[config.mk]
export PLATFORM = sky130hd
export DESIGN_NAME = window_peak_count_max_flat
export DESIGN_NICKNAME = d
export VERILOG_FILES = /design/src/hdl/wpcm_pkg.sv /design/src/hdl/wpcm_in_if.sv /design/src/hdl/wpcm_out_if.sv /design/src/hdl/wpcm_cell.sv /design/src/hdl/wpcm_flag_line.sv /design/src/hdl/window_peak_count_max.sv /design/src/flat_wrapper.sv
export SDC_FILE = /design/constraint.sdc
export NUM_CORES = 1
export LEC_CHECK = 0
export ABC_CLOCK_PERIOD_IN_PS = 17500
export BUFFER_PORTS_ARGS = -buffer_cell sky130_fd_sc_hd__buf_2
export CAP_MARGIN = 40
export CORE_MARGIN = 10
export CORE_UTILIZATION = 60
export DETAILED_ROUTE_END_ITERATION = 8
export GPL_TIMING_DRIVEN = 0
export PLACE_DENSITY_LB_ADDON = 0.3
export SLEW_MARGIN = 20
export SYNTH_ARGS = -nofsm -noshare
export SYNTH_HDL_FRONTEND = slang
export SYNTH_SLANG_ARGS = --single-unit
[constraint.sdc]
create_clock -name clk -period 17.5 [get_ports clk]
set_clock_uncertainty 0.05 [all_clocks]
set_input_delay 3.5 -clock clk [delete_from_list [all_inputs] [get_ports clk]]
set_output_delay 3.5 -clock clk [all_outputs]
set_load 0.03 [all_outputs]
[src/hdl/wpcm_pkg.sv]
// Package for the sliding-window peak counter: widths, limits, register map
// and the control struct shared by the flag chain and its cells.
// No dependencies.
package wpcm_pkg;

	// sizing
	localparam int WINDOW_MAX   = 256;
	localparam int SEQUENCE_MAX = 65536;
	localparam int WIN_MIN      = 3;

	// field widths
	localparam int HEIGHT_W = 32;
	localparam int WLEN_W   = 9;
	localparam int PARTS_W  = 8;
	localparam int START_W  = 17;

	// internal widths
	localparam int IDX_W      = $clog2(SEQUENCE_MAX) + 1;
	localparam int BEST_IDX_W = $clog2(SEQUENCE_MAX);
	localparam int CNT_W      = $clog2(SEQUENCE_MAX);

	// flag chain: cell j holds the flag of the position j+1 behind the newest
	localparam int LINE_LEN = WINDOW_MAX - WIN_MIN;
	localparam int TAP_W    = $clog2(LINE_LEN);

	// configuration port
	localparam int APB_DATA_W = 32;
	localparam int APB_ADDR_W = 2;
	localparam logic [WLEN_W-1:0] WLEN_RESET = WLEN_W'(WIN_MIN);
	localparam logic [PARTS_W-1:0] PARTS_MAX = '1;

	// register indexes
	localparam int REG_WINDOW_LENGTH = 0;

	// shift and clear for every cell of the flag chain
	typedef struct packed {
		logic shift;
		logic clear;
	} line_ctrl_t;

endpackage

[src/hdl/wpcm_in_if.sv]
// Sample channel: valid/ready handshake carrying one height item.
// Depends on wpcm_pkg.
interface wpcm_in_if
	import wpcm_pkg::*;
();
	logic                valid;
	logic                ready;
	logic [HEIGHT_W-1:0] height;
	logic                last_sample;

	modport source (output valid, output height, output last_sample, input ready);
	modport sink (input valid, input height, input last_sample, output ready);
endinterface

[src/hdl/wpcm_out_if.sv]
// Result channel: valid/ready handshake carrying one best-window item.
// Depends on wpcm_pkg.
interface wpcm_out_if
	import wpcm_pkg::*;
();
	logic               valid;
	logic               ready;
	logic [PARTS_W-1:0] best_parts;
	logic [START_W-1:0] best_start;

	modport source (output valid, output best_parts, output best_start, input ready);
	modport sink (input valid, input best_parts, input best_start, output ready);
endinterface

[src/hdl/wpcm_cell.sv]
// One cell of the peak-flag chain: holds one flag, passes it on each shift
// and reports it when its place matches the selected tap. Depends on wpcm_pkg.
module wpcm_cell
	import wpcm_pkg::*;
(
	input  logic             clk,
	input  logic             arst_n,
	input  line_ctrl_t       ctrl,
	input  logic [TAP_W-1:0] cell_idx,
	input  logic [TAP_W-1:0] tap_idx,
	input  logic             d,
	output logic             q,
	output logic             tap_hit
);

	logic flag_q;

	// clear on sequence end, otherwise take the neighbour's flag on a shift
	always_ff @(posedge clk or negedge arst_n) begin
		if (!arst_n) begin
			flag_q <= 1'b0;
		end else if (ctrl.clear) begin
			flag_q <= 1'b0;
		end else if (ctrl.shift) begin
			flag_q <= d;
		end
	end

	assign q       = flag_q;
	assign tap_hit = flag_q & (cell_idx == tap_idx);

endmodule

[src/hdl/wpcm_flag_line.sv]
// Chain of flag cells: the newest peak flag enters at cell 0 and moves one
// cell per sample; one cell chosen by the window length is read out.
// Depends on wpcm_pkg and wpcm_cell.
module wpcm_flag_line
	import wpcm_pkg::*;
(
	input  logic             clk,
	input  logic             arst_n,
	input  line_ctrl_t       ctrl,
	input  logic             flag_in,
	input  logic [TAP_W-1:0] tap_idx,
	output logic             tap
);

	logic [LINE_LEN-1:0] chain;
	logic [LINE_LEN-1:0] hits;

	// build the row of cells, each fed by its younger neighbour
	for (genvar j = 0; j < LINE_LEN; j++) begin : g_cell
		logic cell_d;
		if (j == 0) begin : g_head
			assign cell_d = flag_in;
		end else begin : g_body
			assign cell_d = chain[j-1];
		end
		wpcm_cell u_cell (
			.clk      (clk),
			.arst_n   (arst_n),
			.ctrl     (ctrl),
			.cell_idx (TAP_W'(j)),
			.tap_idx  (tap_idx),
			.d        (cell_d),
			.q        (chain[j]),
			.tap_hit  (hits[j])
		);
	end

	// at most one cell matches the tap
	assign tap = |hits;

endmodule

[src/hdl/window_peak_count_max.sv]
// Sliding-window peak counter with arg-max. Takes one height sample per clock
// with no stall of its own; a result item appears in the cycle after the sample
// marked last, from an output register, so a waiting result only holds off
// the input while the result side also stalls. The per-sample work is one
// pass through the neighbour compares, the running count and the best-window
// compare; peak flags travel down a chain of 253 one-bit cells, one cell per
// sample, and the cell chosen by window_length gives the flag leaving the
// window. A last sample emits the result and clears all state in the same
// cycle, so the next sequence may start on the following clock.
module window_peak_count_max
	import wpcm_pkg::*;
(
	input  logic                  clk,
	input  logic                  arst_n,
	wpcm_in_if.sink               samples,
	wpcm_out_if.source            results,
	input  logic                  psel,
	input  logic                  penable,
	input  logic                  pwrite,
	input  logic [APB_ADDR_W-1:0] paddr,
	input  logic [APB_DATA_W-1:0] pwdata,
	output logic [APB_DATA_W-1:0] prdata,
	output logic                  pready
);

	localparam logic [WLEN_W-1:0] WIN_LO = WLEN_W'(WIN_MIN);
	localparam logic [WLEN_W-1:0] WIN_HI = WLEN_W'(WINDOW_MAX);
	localparam logic [WLEN_W-1:0] TAP_OFS = WLEN_W'(WIN_MIN + 1);

	logic [WLEN_W-1:0]     wlen_q;
	logic [HEIGHT_W-1:0]   prior_q;
	logic [HEIGHT_W-1:0]   older_q;
	logic [IDX_W-1:0]      idx_q;
	logic [CNT_W-1:0]      run_q;
	logic [CNT_W-1:0]      best_q;
	logic [BEST_IDX_W-1:0] best_idx_q;
	logic                  res_valid_q;
	logic [PARTS_W-1:0]    parts_q;
	logic [START_W-1:0]    start_q;

	logic                  take;
	logic                  active;
	logic [WLEN_W-1:0]     k_eff;
	logic [WLEN_W-1:0]     tap_full;
	logic                  flag;
	logic                  judge;
	logic                  leaving;
	logic                  line_tap;
	logic [CNT_W-1:0]      cnt_inc;
	logic [CNT_W-1:0]      run_d;
	logic [CNT_W-1:0]      best_d;
	logic [BEST_IDX_W-1:0] best_idx_d;
	logic [BEST_IDX_W-1:0] start;
	logic [CNT_W:0]        parts_wide;
	logic                  cfg_wr;
	line_ctrl_t            line_ctrl;

	// configuration port
	assign pready = 1'b1;
	assign cfg_wr = psel & penable & pwrite;
	assign prdata = APB_DATA_W'(wlen_q);

	always_ff @(posedge clk or negedge arst_n) begin
		if (!arst_n) begin
			wlen_q <= WLEN_RESET;
		end else if (cfg_wr && (paddr == APB_ADDR_W'(REG_WINDOW_LENGTH * 4))) begin
			wlen_q <= pwdata[WLEN_W-1:0];
		end
	end

	// clamp the window length into its working range
	always_comb begin
		if (wlen_q < WIN_LO) begin
			k_eff = WIN_LO;
		end else if (wlen_q > WIN_HI) begin
			k_eff = WIN_HI;
		end else begin
			k_eff = wlen_q;
		end
	end

	// handshake: a held result stalls input only while the result side stalls
	assign samples.ready = !res_valid_q || results.ready;
	assign take          = samples.valid && samples.ready;
	assign active        = idx_q < IDX_W'(SEQUENCE_MAX);

	// the previous sample is now known to be a peak or not
	assign flag = (idx_q >= IDX_W'(2)) && (prior_q > older_q) && (prior_q > samples.height);

	// flag chain
	assign line_ctrl.shift = take && active && (idx_q >= IDX_W'(2));
	assign line_ctrl.clear = take && samples.last_sample;
	assign tap_full        = k_eff - TAP_OFS;

	wpcm_flag_line u_line (
		.clk     (clk),
		.arst_n  (arst_n),
		.ctrl    (line_ctrl),
		.flag_in (flag),
		.tap_idx (tap_full[TAP_W-1:0]),
		.tap     (line_tap)
	);

	// count, judge the window that ends here, drop the leaving flag
	always_comb begin
		cnt_inc    = run_q + CNT_W'(flag);
		judge      = (idx_q + IDX_W'(1)) >= IDX_W'(k_eff);
		start      = BEST_IDX_W'(idx_q + IDX_W'(1) - IDX_W'(k_eff));
		leaving    = (k_eff == WIN_LO) ? flag : line_tap;
		best_d     = best_q;
		best_idx_d = best_idx_q;
		run_d      = cnt_inc;
		if (active) begin
			if (judge) begin
				if (cnt_inc > best_q) begin
					best_d     = cnt_inc;
					best_idx_d = start;
				end
				if (leaving && (cnt_inc != '0)) begin
					run_d = cnt_inc - CNT_W'(1);
				end
			end
		end else begin
			run_d = run_q;
		end
		parts_wide = {1'b0, best_d} + (CNT_W+1)'(1);
	end

	// sequence state: advance on each sample, clear after the last one
	always_ff @(posedge clk or negedge arst_n) begin
		if (!arst_n) begin
			prior_q    <= '0;
			older_q    <= '0;
			idx_q      <= '0;
			run_q      <= '0;
			best_q     <= '0;
			best_idx_q <= '0;
		end else if (take) begin
			if (samples.last_sample) begin
				prior_q    <= '0;
				older_q    <= '0;
				idx_q      <= '0;
				run_q      <= '0;
				best_q     <= '0;
				best_idx_q <= '0;
			end else if (active) begin
				older_q    <= prior_q;
				prior_q    <= samples.height;
				idx_q      <= idx_q + IDX_W'(1);
				run_q      <= run_d;
				best_q     <= best_d;
				best_idx_q <= best_idx_d;
			end
		end
	end

	// result register: load on the last sample, drop once taken
	always_ff @(posedge clk or negedge arst_n) begin
		if (!arst_n) begin
			res_valid_q <= 1'b0;
		end else if (take && samples.last_sample) begin
			res_valid_q <= 1'b1;
		end else if (results.ready) begin
			res_valid_q <= 1'b0;
		end
	end

	always_ff @(posedge clk) begin
		if (take && samples.last_sample) begin
			parts_q <= (parts_wide > (CNT_W+1)'(PARTS_MAX)) ? PARTS_MAX
				: parts_wide[PARTS_W-1:0];
			start_q <= START_W'({1'b0, best_idx_d} + (BEST_IDX_W+1)'(1));
		end
	end

	assign results.valid      = res_valid_q;
	assign results.best_parts = parts_q;
	assign results.best_start = start_q;

endmodule

[src/flat_wrapper.sv]
// flat-port wrapper written by rule: the top's interface ports become plain ports
module window_peak_count_max_flat import wpcm_pkg::*;
  (clk, arst_n, psel, penable, pwrite, paddr, pwdata, prdata, pready, samples_valid, samples_height, samples_last_sample, samples_ready, results_valid, results_best_parts, results_best_start, results_ready);
  wpcm_in_if samples_i ();
  wpcm_out_if results_i ();
  input  logic clk;
  input  logic arst_n;
  input  logic psel;
  input  logic penable;
  input  logic pwrite;
  input  logic [APB_ADDR_W-1:0] paddr;
  input  logic [APB_DATA_W-1:0] pwdata;
  output logic [APB_DATA_W-1:0] prdata;
  output logic pready;
  input wire logic [$bits(samples_i.valid)-1:0] samples_valid;
  input wire logic [$bits(samples_i.height)-1:0] samples_height;
  input wire logic [$bits(samples_i.last_sample)-1:0] samples_last_sample;
  output wire logic [$bits(samples_i.ready)-1:0] samples_ready;
  output wire logic [$bits(results_i.valid)-1:0] results_valid;
  output wire logic [$bits(results_i.best_parts)-1:0] results_best_parts;
  output wire logic [$bits(results_i.best_start)-1:0] results_best_start;
  input wire logic [$bits(results_i.ready)-1:0] results_ready;
  assign samples_i.valid = samples_valid;
  assign samples_i.height = samples_height;
  assign samples_i.last_sample = samples_last_sample;
  assign samples_ready = samples_i.ready;
  assign results_valid = results_i.valid;
  assign results_best_parts = results_i.best_parts;
  assign results_best_start = results_i.best_start;
  assign results_i.ready = results_ready;
  window_peak_count_max u_core (.clk(clk), .arst_n(arst_n), .samples(samples_i), .results(results_i), .psel(psel), .penable(penable), .pwrite(pwrite), .paddr(paddr), .pwdata(pwdata), .prdata(prdata), .pready(pready));
endmodule
Word level (Yosys, flattened, before mapping)
Index checks and enable logic that the tools add are counted.
{"block": "totals", "elab_cells": 1336, "input_bits": 74, "mem_count": 0, "latch_bits": 0, "reg_bits": 417, "ramBits": 0, "romBits": 0, "output_inout_bits": 60}
{"block": "op_classes", "magnitude_cmp": 9, "addsub": 7, "n_eq_ne": 253, "reduce_logical": 18, "n_div": 0, "n_bitwise": 255, "shift": 0, "multipliers": 0, "muxes": 531}
{"op": "== test 8 bit, first input constant", "count": 125}
{"op": "== test 7 x 8 -> 1 bit, first input constant", "count": 64}
{"op": "2-to-1 mux 1 bit", "count": 509}
{"op": "== test 6 x 8 -> 1 bit, first input constant", "count": 32}
{"op": "AND 1 bit", "count": 255}
{"op": "OR reduction 253 bit", "count": 1}
{"op": "2-to-1 mux 16 bit", "count": 14}
{"op": "== test 5 x 8 -> 1 bit, first input constant", "count": 16}
{"op": "2-to-1 mux 32 bit", "count": 4}
{"op": "== test 4 x 8 -> 1 bit, first input constant", "count": 8}
{"op": "greater-than comparator 32 bit", "count": 2}
{"op": "adder 16 x 1 -> 17 bit, second input constant", "count": 2}
{"op": "2-to-1 mux 17 bit", "count": 2}
{"op": "== test 3 x 8 -> 1 bit, first input constant", "count": 4}
{"op": "2-to-1 mux 9 bit", "count": 2}
{"op": "adder 17 x 1 -> 17 bit, second input constant", "count": 1}
{"op": "greater-or-equal comparator 17 x 2 -> 1 bit, second input constant", "count": 1}
{"op": "greater-or-equal comparator 17 x 9 -> 1 bit", "count": 1}
{"op": "greater-than comparator 17 x 8 -> 1 bit, second input constant", "count": 1}
{"op": "< comparator 17 bit, second input constant", "count": 1}
{"op": "adder 16 x 1 -> 16 bit", "count": 1}
{"op": "== test 2 x 8 -> 1 bit, first input constant", "count": 2}
{"op": "greater-than comparator 16 bit", "count": 1}
{"op": "nonzero test 16 bit", "count": 1}
{"op": "other kinds (14)", "count": 23}

Logic depth before layout (Yosys ltp)
Gate-level depths: netlist of the first run.
{"block": "logic_depth", "ltp_word": 13, "mapped_depth": 35, "mapped_depth_nobuf": 32}

By module
From an unflattened synthesis of the first run, not the netlist that was laid out.
{"block": "unflattened", "cells_unflattened": 5125, "hier_area_um2": 45737.6}
{"module": "wpcm_cell", "instances": 253, "area_per_inst_um2": 133.9, "cells_each": 15, "seq_area_each_um2": 25.0}
{"module": "window_peak_count_max", "instances": 1, "area_per_inst_um2": 11312.1, "cells_each": 1243, "seq_area_each_um2": 4231.6}
{"module": "wpcm_flag_line", "instances": 1, "area_per_inst_um2": 554.3, "cells_each": 87, "seq_area_each_um2": 0.0}

Worst setup path before layout of the first run
OpenSTA, ideal clock, no wires.
{"block": "synth_timing", "path_type": "input-to-reg", "from": "input port samples_height[26]", "to": "register u_core.parts_q[3], in the netlist u_core.results.best_parts[3] (data pin)", "path_buffers": 3, "t_required_ps": 17173, "path_stages": 34, "setup_ps": 277, "slack_ps": 6752, "arrival_time_ps": 10421, "path_cell_list": "inv_1 > ha_1 > nand4_1 > or3_1 > and3b_1 > o311a_1 > a211oi_1 > nor3_1 > ha_1 > ha_1 > nand3_1 > nor2_1 > nand3_1 > xnor2_1 > ha_1 > nand4_1 > nor2_1 > a41oi_1 > o31a_1 > a31oi_1 > nor2_1 > buf_2 > buf_2 > buf_1 > nand2_1 > o21ai_0 > ha_1 > nand4_1 > a2111o_1 > a222oi_1 > xor2_1 > nand3_1 > a211oi_4 > o211ai_2"}
{"block": "synth_between", "elab_chain_cells": 9}
{"item": "start, declared", "line": "flat_wrapper.sv:16", "rtl": "input wire logic [$bits(samples_i.height)-1:0] samples_height;"}
{"item": "greater-than comparator 32 bit (*)", "line": "window_peak_count_max.sv:88", "rtl": "assign flag = (idx_q >= IDX_W'(2)) && (prior_q > older_q) && (prior_q > samples.height);"}
{"item": "logical AND 1 bit (*)", "line": "window_peak_count_max.sv:88"}
{"item": "adder 16 x 1 -> 16 bit (*)", "line": "window_peak_count_max.sv:106", "rtl": "cnt_inc = run_q + CNT_W'(flag);"}
{"item": "greater-than comparator 16 bit", "line": "window_peak_count_max.sv:115", "rtl": "if (cnt_inc > best_q) begin"}
{"item": "2-to-1 mux 16 bit (*)", "line": "window_peak_count_max.sv:115"}
{"item": "2-to-1 mux 16 bit (*)", "line": "window_peak_count_max.sv:114", "rtl": "if (judge) begin"}
{"item": "2-to-1 mux 16 bit (*)", "line": "window_peak_count_max.sv:113", "rtl": "if (active) begin"}
{"item": "adder 16 x 1 -> 17 bit (*)", "line": "window_peak_count_max.sv:126", "rtl": "parts_wide = {1'b0, best_d} + (CNT_W+1)'(1);"}
{"item": "greater-than comparator 17 x 8 -> 1 bit", "line": "window_peak_count_max.sv:170", "rtl": "parts_q <= (parts_wide > (CNT_W+1)'(PARTS_MAX)) ? PARTS_MAX"}
{"item": "end signal, assigned", "line": "window_peak_count_max.sv:170"}
{"item": "end, declared", "line": "window_peak_count_max.sv:38", "rtl": "logic [PARTS_W-1:0] parts_q;"}
Every way passes the cells marked *; elsewhere a longest branch is shown, timed or not.
A chain may end at the register's enable or synchronous reset.

Final worst setup path of the first run
{"block": "layout_timing", "from": "input port samples_height[31]", "to": "register u_core.parts_q[4], in the netlist u_core.results.best_parts[4] (data pin)"}
The elaborated chain is that of the path after synthesis.

==> flow_summary.yaml, run 1 <==
placement:
  port_buffers: 86
  place_hpwl_um: 50000
  place.gp.congestion: 1.03
route:
  initialDrtViolationCount: 1973
  route.detailed.drc: 0
  num_vias: 18947
  vias_per_cell: 6.74
  wl_per_cell_um: 24.6
  dr.pass1.iters: 6
  antenna_left: 0
  routed_wl_um: 69200
synth:
  ys_async_sr_fraction_pct: 94.0
  ys_seq_area_share_pct: 47.8
  synth_top_area_cell: "dfrtp_1"
  syn_area_per_cell_um2: 10.4
  synth-edff-count: 25
  synthTopCellsByArea: "dfrtp_1, a22o_1, ha_1"
  synth_ff_type: "dfrtp_1"
  netlist_instances: 2123
  syn-cell-area_mm2: 0.0221
  yosysWarnings: 0
  ys_ff_latch: 417
  synth.most_common_cell: "dfrtp_1"
  yosysTopAreaCellShare_pct: 44.2
  synth_cell_type_count: 93
  synthTopCellsByCount: "dfrtp_1, a22o_1, nand2_1"
sta:
  whs_ps: 446
  setup_viol: 0
  setup_tns_ps: 0
  rsz0062_at_grt: "false"
  slew_headroom_pct: 40.2
  fin_crit_ps: 12700
  final_max_slew_viol_count: 0
  fmax_ghz: 0.0787
  tightest_slew_ps: 888
  hold_violations: 0
  fin_crit_sh_pct: 72.6
power_and_ir_drop:
  power.switching_mw: 0.927
  irDropWorstVdd_uv: 89.3
  pwr-share-seq_pct: 37.6
  p_int_mw: 1.85
  switching_share_pct: 33.3
  combinationalPowerShare_pct: 24.7
  pwr-share-clk_pct: 37.7
  p_leak_nw: 11.7
  p_per_area_mw_per_mm2: 110
clocking:
  cts_made_buffers: 45
  numClockSinks: 417
  post_cts_buffers: 0
  cts.repair.resized: 0
  cts.htree.levels: 2
  clock_latency_ps: 590
  clk_path_buf_depth: 3
  cts_tree: "done"
  clockRootBuffer: "clkbuf_16"
  clkTransAtPathRegs_ps: 60
  ctsHoldBuffers: 0
grt:
  grt_pass1_wl_um: 108000
  grt.overflow.total: 0
  grt_max_degree: 103
  grt_usage_pct: 30.7
  grt_pass1_vias: 18931
  antenna_found_initial: 1
worst_setup_path:
  r2r_setup_slack_ps: 7430
  slowest_delay_ps: 610
  path_common_cell: "ha_1"
  arrival_ps: 12950
  end_kind: "flop"
  critPathKind: "input port to flop"
  crit_fanout: 10
  cp-start-kind: "input port"
  worstPathRequired_ps: 17750
  slowest_stage: "xor2_1"
cells_and_area:
  synthToLayoutAreaGrowth_pct: 14.1
  final_util_pct: 69.2
  layout-drive-gt1-share_pct: 12.3
  nets: 2479
  diodes: 0
floorplan:
  rows: 70
  dieArea_mm2: 0.0449
  core_mm2: 0.0364
  start_util_pct: 60.6
  dieHeight_um: 212
  die_x_um: 212
  io_pins: 134
flow_run:
  cap_violations: 0
status:
  outcome: "finished, final reports clean"
min_path:
  hold_path.class: "flop to flop"
[cell usage in the layout (no fill, tap or decap), types with 60 or more instances in the layout]
| cell type | n |
|---|---|
| dfrtp_1 | 390 |
| a22o_1 | 312 |
| nand2_1 | 161 |
| clkbuf_1 | 123 |
| o21ai_0 | 107 |
| inv_1 | 105 |
| buf_2 | 100 |
| ha_1 | 97 |
| nor2_1 | 93 |
| a21oi_1 | 60 |
[area by class of cell]
class | instances | area [um^2]
plain buffers | 167 | 756
clock buffers | 60 | 1330
clock inverters | 23 | 322
fillers | 2752 | 11200
inverters | 105 | 394
multi-input cells | 1456 | 10500
flip-flops and latches | 417 | 10600
well taps | 468 | 586
repair buffers | 115 | 783
[worst paths after layout]
kind | end | cells after the start | from
max | u_core.results.best_parts[4] | 35 | samples_height[31]
max in group asynchronous | u_core.u_line.g_cell[29].u_cell.q | 3 | arst_n
min reg2reg | u_core.best_idx_q[8] | 2 | u_core.best_idx_q[8]
min in group asynchronous | u_core.prior_q[13] | 1 | arst_n
max reg2reg | u_core.results.best_parts[4] | 33 | u_core.prior_q[31]
min | u_core.best_idx_q[8] | 2 | u_core.best_idx_q[8]
[state kept, by name (all words and copies together) (netlist names)]
| register | count |
|---|---|
| u_core.results.valid | 1 |
| u_core.results.best_parts | 8 |
| u_core.older_q | 32 |
| u_core.results.best_start | 17 |
| u_core.prior_q | 32 |
| u_core.best_q | 16 |
| u_core.best_idx_q | 16 |
| u_core.idx_q | 17 |
| u_core.run_q | 16 |
| u_core.u_line.g_cell.u_cell.q | 253 |
| u_core.wlen_q | 9 |
[cell families (layout without fill, tap and decap cells)]
| kind of cell | count (synthesis) | count (layout) | share of synthesized area [%] |
|---|---|---|---|
| other | 2 | 24 | 0.0340 |
| multiplexers | 40 | 40 | 1.90 |
| flip-flops | 417 | 417 | 47.8 |
| XOR/XNOR | 67 | 67 | 2.69 |
| buffers and inverters | 272 | 470 | 5.21 |
| adder cells (fa/ha/maj) | 98 | 98 | 5.59 |
| AO/OA/AOI/OAI | 693 | 693 | 24.3 |
| AND/OR/NAND/NOR | 534 | 534 | 12.4 |
[power groups by stage]
stage	Clock (mW)	Sequential, mW	Combinational, mW
2_1_floorplan	0	1.08	0.394
4_1_cts	1.06	1.04	0.664
3_5_place_dp	0	1.06	0.658
3_3_place_gp	0	1.06	0.630
5_1_grt	1.09	1.05	0.728
6_report	1.05	1.05	0.688
[critical path: cells and delay by family]
family / cells / cell delay [ps]
simple gates: 14 / 3610
fa+ha+maj: 5 / 1580
xor+xnor: 2 / 790
compound gates: 9 / 1990
buf+inv: 5 / 1450
[routing by layer]
| metal | track usage (%) | share of wire [%] | vias to the layer above |
|---|---|---|---|
| li1 | - | - | 8320 |
| met5 | 0 | 0 | - |
| met1 | 38.9 | 39 | 9265 |
| met4 | 17.9 | 6.3 | 0 |
| met3 | 5.46 | 9.3 | 308 |
| met2 | 48.8 | 46 | 1054 |
[through the flow]
stage / instance area [um^2] / cells / setup slack (ps) / power (mW)
finish: 25200 / 2811 / 4800 / 2.78
global route: 25200 / 2811 / 4320 / 2.87
CTS: 25200 / 2807 / 4950 / 2.76
detailed placement: 23500 / 2724 / 4500 / 1.72
global placement: 23200 / 2699 / 4090 / 1.69
floorplan: 22200 / 2145 / 6750 / 1.47
Note: power is estimated with default switching activity, not from simulation.
==> run 2: changes to the inputs <==
--- a/config.mk
+++ b/config.mk
@@ -5,7 +5,8 @@
 export SDC_FILE = /design/constraint.sdc
 export NUM_CORES = 1
 export LEC_CHECK = 0
-export ABC_CLOCK_PERIOD_IN_PS = 17500
+export ABC_AREA = 1
+export ABC_CLOCK_PERIOD_IN_PS = 13300
 export BUFFER_PORTS_ARGS = -buffer_cell sky130_fd_sc_hd__buf_2
 export CAP_MARGIN = 40
 export CORE_MARGIN = 10
==> constraint.sdc (replaced) <==
create_clock -name clk -period 13.3 [get_ports clk]
set_clock_uncertainty 0.05 [all_clocks]
set_input_delay 2.66 -clock clk [delete_from_list [all_inputs] [get_ports clk]]
set_output_delay 2.66 -clock clk [all_outputs]
set_load 0.03 [all_outputs]
==> run 2 against run 1 <==
Cell area rose by 3.2%; largest cell class unchanged; cell count up 26%; highest routed layer unchanged; synthesized cell count up 33%; first-iteration DRC count grew 11%; utilization fell by 0.088 points; non-clock buffer count is 30 lower.
==> flow_summary.yaml, run 2 <==
sta:
  rsz0062_at_grt: "false"
  tightest_slew_ps: 981
  hold_violations: 0
  fin_crit_sh_pct: 74.3
  fmax_ghz: 0.101
  setup_tns_ps: 0
  final_max_slew_viol_count: 0
  fin_crit_ps: 9880
  setup_viol: 0
  slew_headroom_pct: 34.3
synth:
  ys_async_sr_fraction_pct: 94.0
  synth_top_area_cell: "dfrtp_1"
  ys_seq_area_share_pct: 46.1
  yosysTopAreaCellShare_pct: 42.6
  synth_ff_type: "dfrtp_1"
  synth-edff-count: 25
  syn-cell-area_mm2: 0.0229
  syn_area_per_cell_um2: 8.10
  ys_ff_latch: 417
  synth.most_common_cell: "inv_1"
  synthTopCellsByCount: "inv_1, nand2_1, dfrtp_1"
  synth_cell_type_count: 54
  yosysWarnings: 0
  netlist_instances: 2825
  synthTopCellsByArea: "dfrtp_1, o22ai_1, inv_1"
route:
  routed_wl_um: 67200
  antenna_left: 0
  num_vias: 20880
  vias_per_cell: 5.89
  dr.pass1.iters: 8
  route.detailed.drc: 0
  initialDrtViolationCount: 2194
  wl_per_cell_um: 18.9
placement:
  port_buffers: 86
  dpl_cell_area_mm2: 0.0243
  place.gp.congestion: 0.995
  place_hpwl_um: 48200
clocking:
  ctsHoldBuffers: 0
  post_cts_buffers: 0
  clock_latency_ps: 590
  clockRootBuffer: "clkbuf_16"
  cts_tree: "done"
  clk_path_buf_depth: 3
  numClockSinks: 417
  cts.repair.resized: 0
  cts.htree.levels: 2
  cts_made_buffers: 45
  clkTransAtPathRegs_ps: 60
cells_and_area:
  diodes: 0
  final_cell_mix: "inv_1, nand2_1, dfrtp_1"
  fillers: 3085
  largest_reg_flops: 253
  layout-drive-gt1-share_pct: 11.4
  final_common_cell: "inv_1"
  final_area_mm2: 0.0260
  synthToLayoutAreaGrowth_pct: 13.6
  nets: 3174
worst_setup_path:
  cp-start-kind: "input port"
  slowest_stage: "a21oi_1"
  worstPathRequired_ps: 13580
  end_kind: "flop"
  crit_fanout: 10
  slowest_delay_ps: 670
  path_common_cell: "nand2_1"
  critPathKind: "input port to flop"
  arrival_ps: 10160
grt:
  grt_pass1_wl_um: 107000
  grt_pass1_vias: 20356
  antenna_found_initial: 0
  grt_usage_pct: 28.4
  grt_max_degree: 105
  grt.overflow.total: 0
floorplan:
  io_pins: 134
  dieHeight_um: 215
  core_mm2: 0.0377
  die_x_um: 215
  rows: 71
  dieArea_mm2: 0.0464
  start_util_pct: 60.8
flow_run:
  cap_violations: 0
min_path:
  hold_path.class: "flop to flop"
power_and_ir_drop:
  p_per_area_mw_per_mm2: 147
  irDropWorstVdd_uv: 157
  p_leak_nw: 12.7
  total_power_mw: 3.83
status:
  outcome: "finished, final reports clean"
run 2: cell types whose count changed after synthesis, moves of 29 or more:
| cell | change |
|---|---|
| inv_1 | +392 |
| o22ai_1 | +347 |
| a22o_1 | -311 |
| nand2_1 | +292 |
| nand3_1 | +290 |
| nor2_1 | +95 |
| o21ai_0 | -71 |
| a22oi_1 | -50 |
| xnor2_1 | -39 |
| clkbuf_1 | -33 |
| nor2_2 | +29 |
run 2: worst max-delay path, delay by kind of cell:
| family | cells | cell delay [ps] |
|---|---|---|
| AND/OR/NAND/NOR | 24 | 4150 |
| AO/OA/AOI/OAI | 2 | 820 |
| buffers and inverters | 8 | 840 |
| XOR/XNOR | 2 | 550 |
| adder cells (fa/ha/maj) | 5 | 1150 |
run 2: report_power, final:
part / leakage [nW] / switching [mW] / internal (mW)
Combinational: 6.28 / 0.728 / 0.280
Clock: 0.830 / 0.539 / 0.876
Sequential: 5.63 / 0.0371 / 1.37
Total: 12.7 / 1.30 / 2.53
run 2: routing by layer:
metal  up-vias  part of all wire, %  global-route usage, %
li1       9728                    -                      -
met1      9970                   39                   34.3
met2       945                   48                   47.4
met3       237                  7.8                   5.17
met4         0                  5.3                   15.7
met5         -                    0                      0
run 2: logic make-up after synthesis:
family,share of synthesized area [%]
adder cells (fa/ha/maj),5.44
buffers and inverters,11.5
multiplexers,0.0984
XOR/XNOR,1.53
other,0.0328
AND/OR/NAND/NOR,22.0
AO/OA/AOI/OAI,13.3
flip-flops,46.1
run 2: worst paths after layout:
kind / start / to / slack, ps / cells past startpoint
setup / recovery: samples_height[31] / u_core.results.best_start[14] / 3420 / 41
hold / removal: u_core.best_idx_q[1] / u_core.best_idx_q[1] / 430 / 2
setup reg to reg: u_core.prior_q[31] / u_core.results.best_start[14] / 5230 / 39
hold reg to reg: u_core.best_idx_q[1] / u_core.best_idx_q[1] / 430 / 2
max in group asynchronous: arst_n / u_core.best_idx_q[8] / 10120 / 3
min in group asynchronous: arst_n / u_core.u_line.g_cell[82].u_cell.q / 1860 / 1
run 2: final cells by class:
type,count,area (um^2),area share (%)
inverter,511,1920,7.39
multi-input combinational,1774,9790,37.6
buffer,145,708,2.72
timing repair buffer,107,717,2.76
clock inverter,28,403,1.55
clock buffer,55,1270,4.90
sequential,417,10600,40.6
tap,511,639,2.46
run 2: through the flow:
step                cells  utilization (%)  setup WS (ps)  hold slack, ps
detailed placement   3462             64.5           2950             416
global route         3548             69.1           2590             480
global placement     3444             63.8           2040             411
floorplan            2847                -           4790             399
CTS                  3545             69.0           3520             432
finish               3548             69.1           3420             434
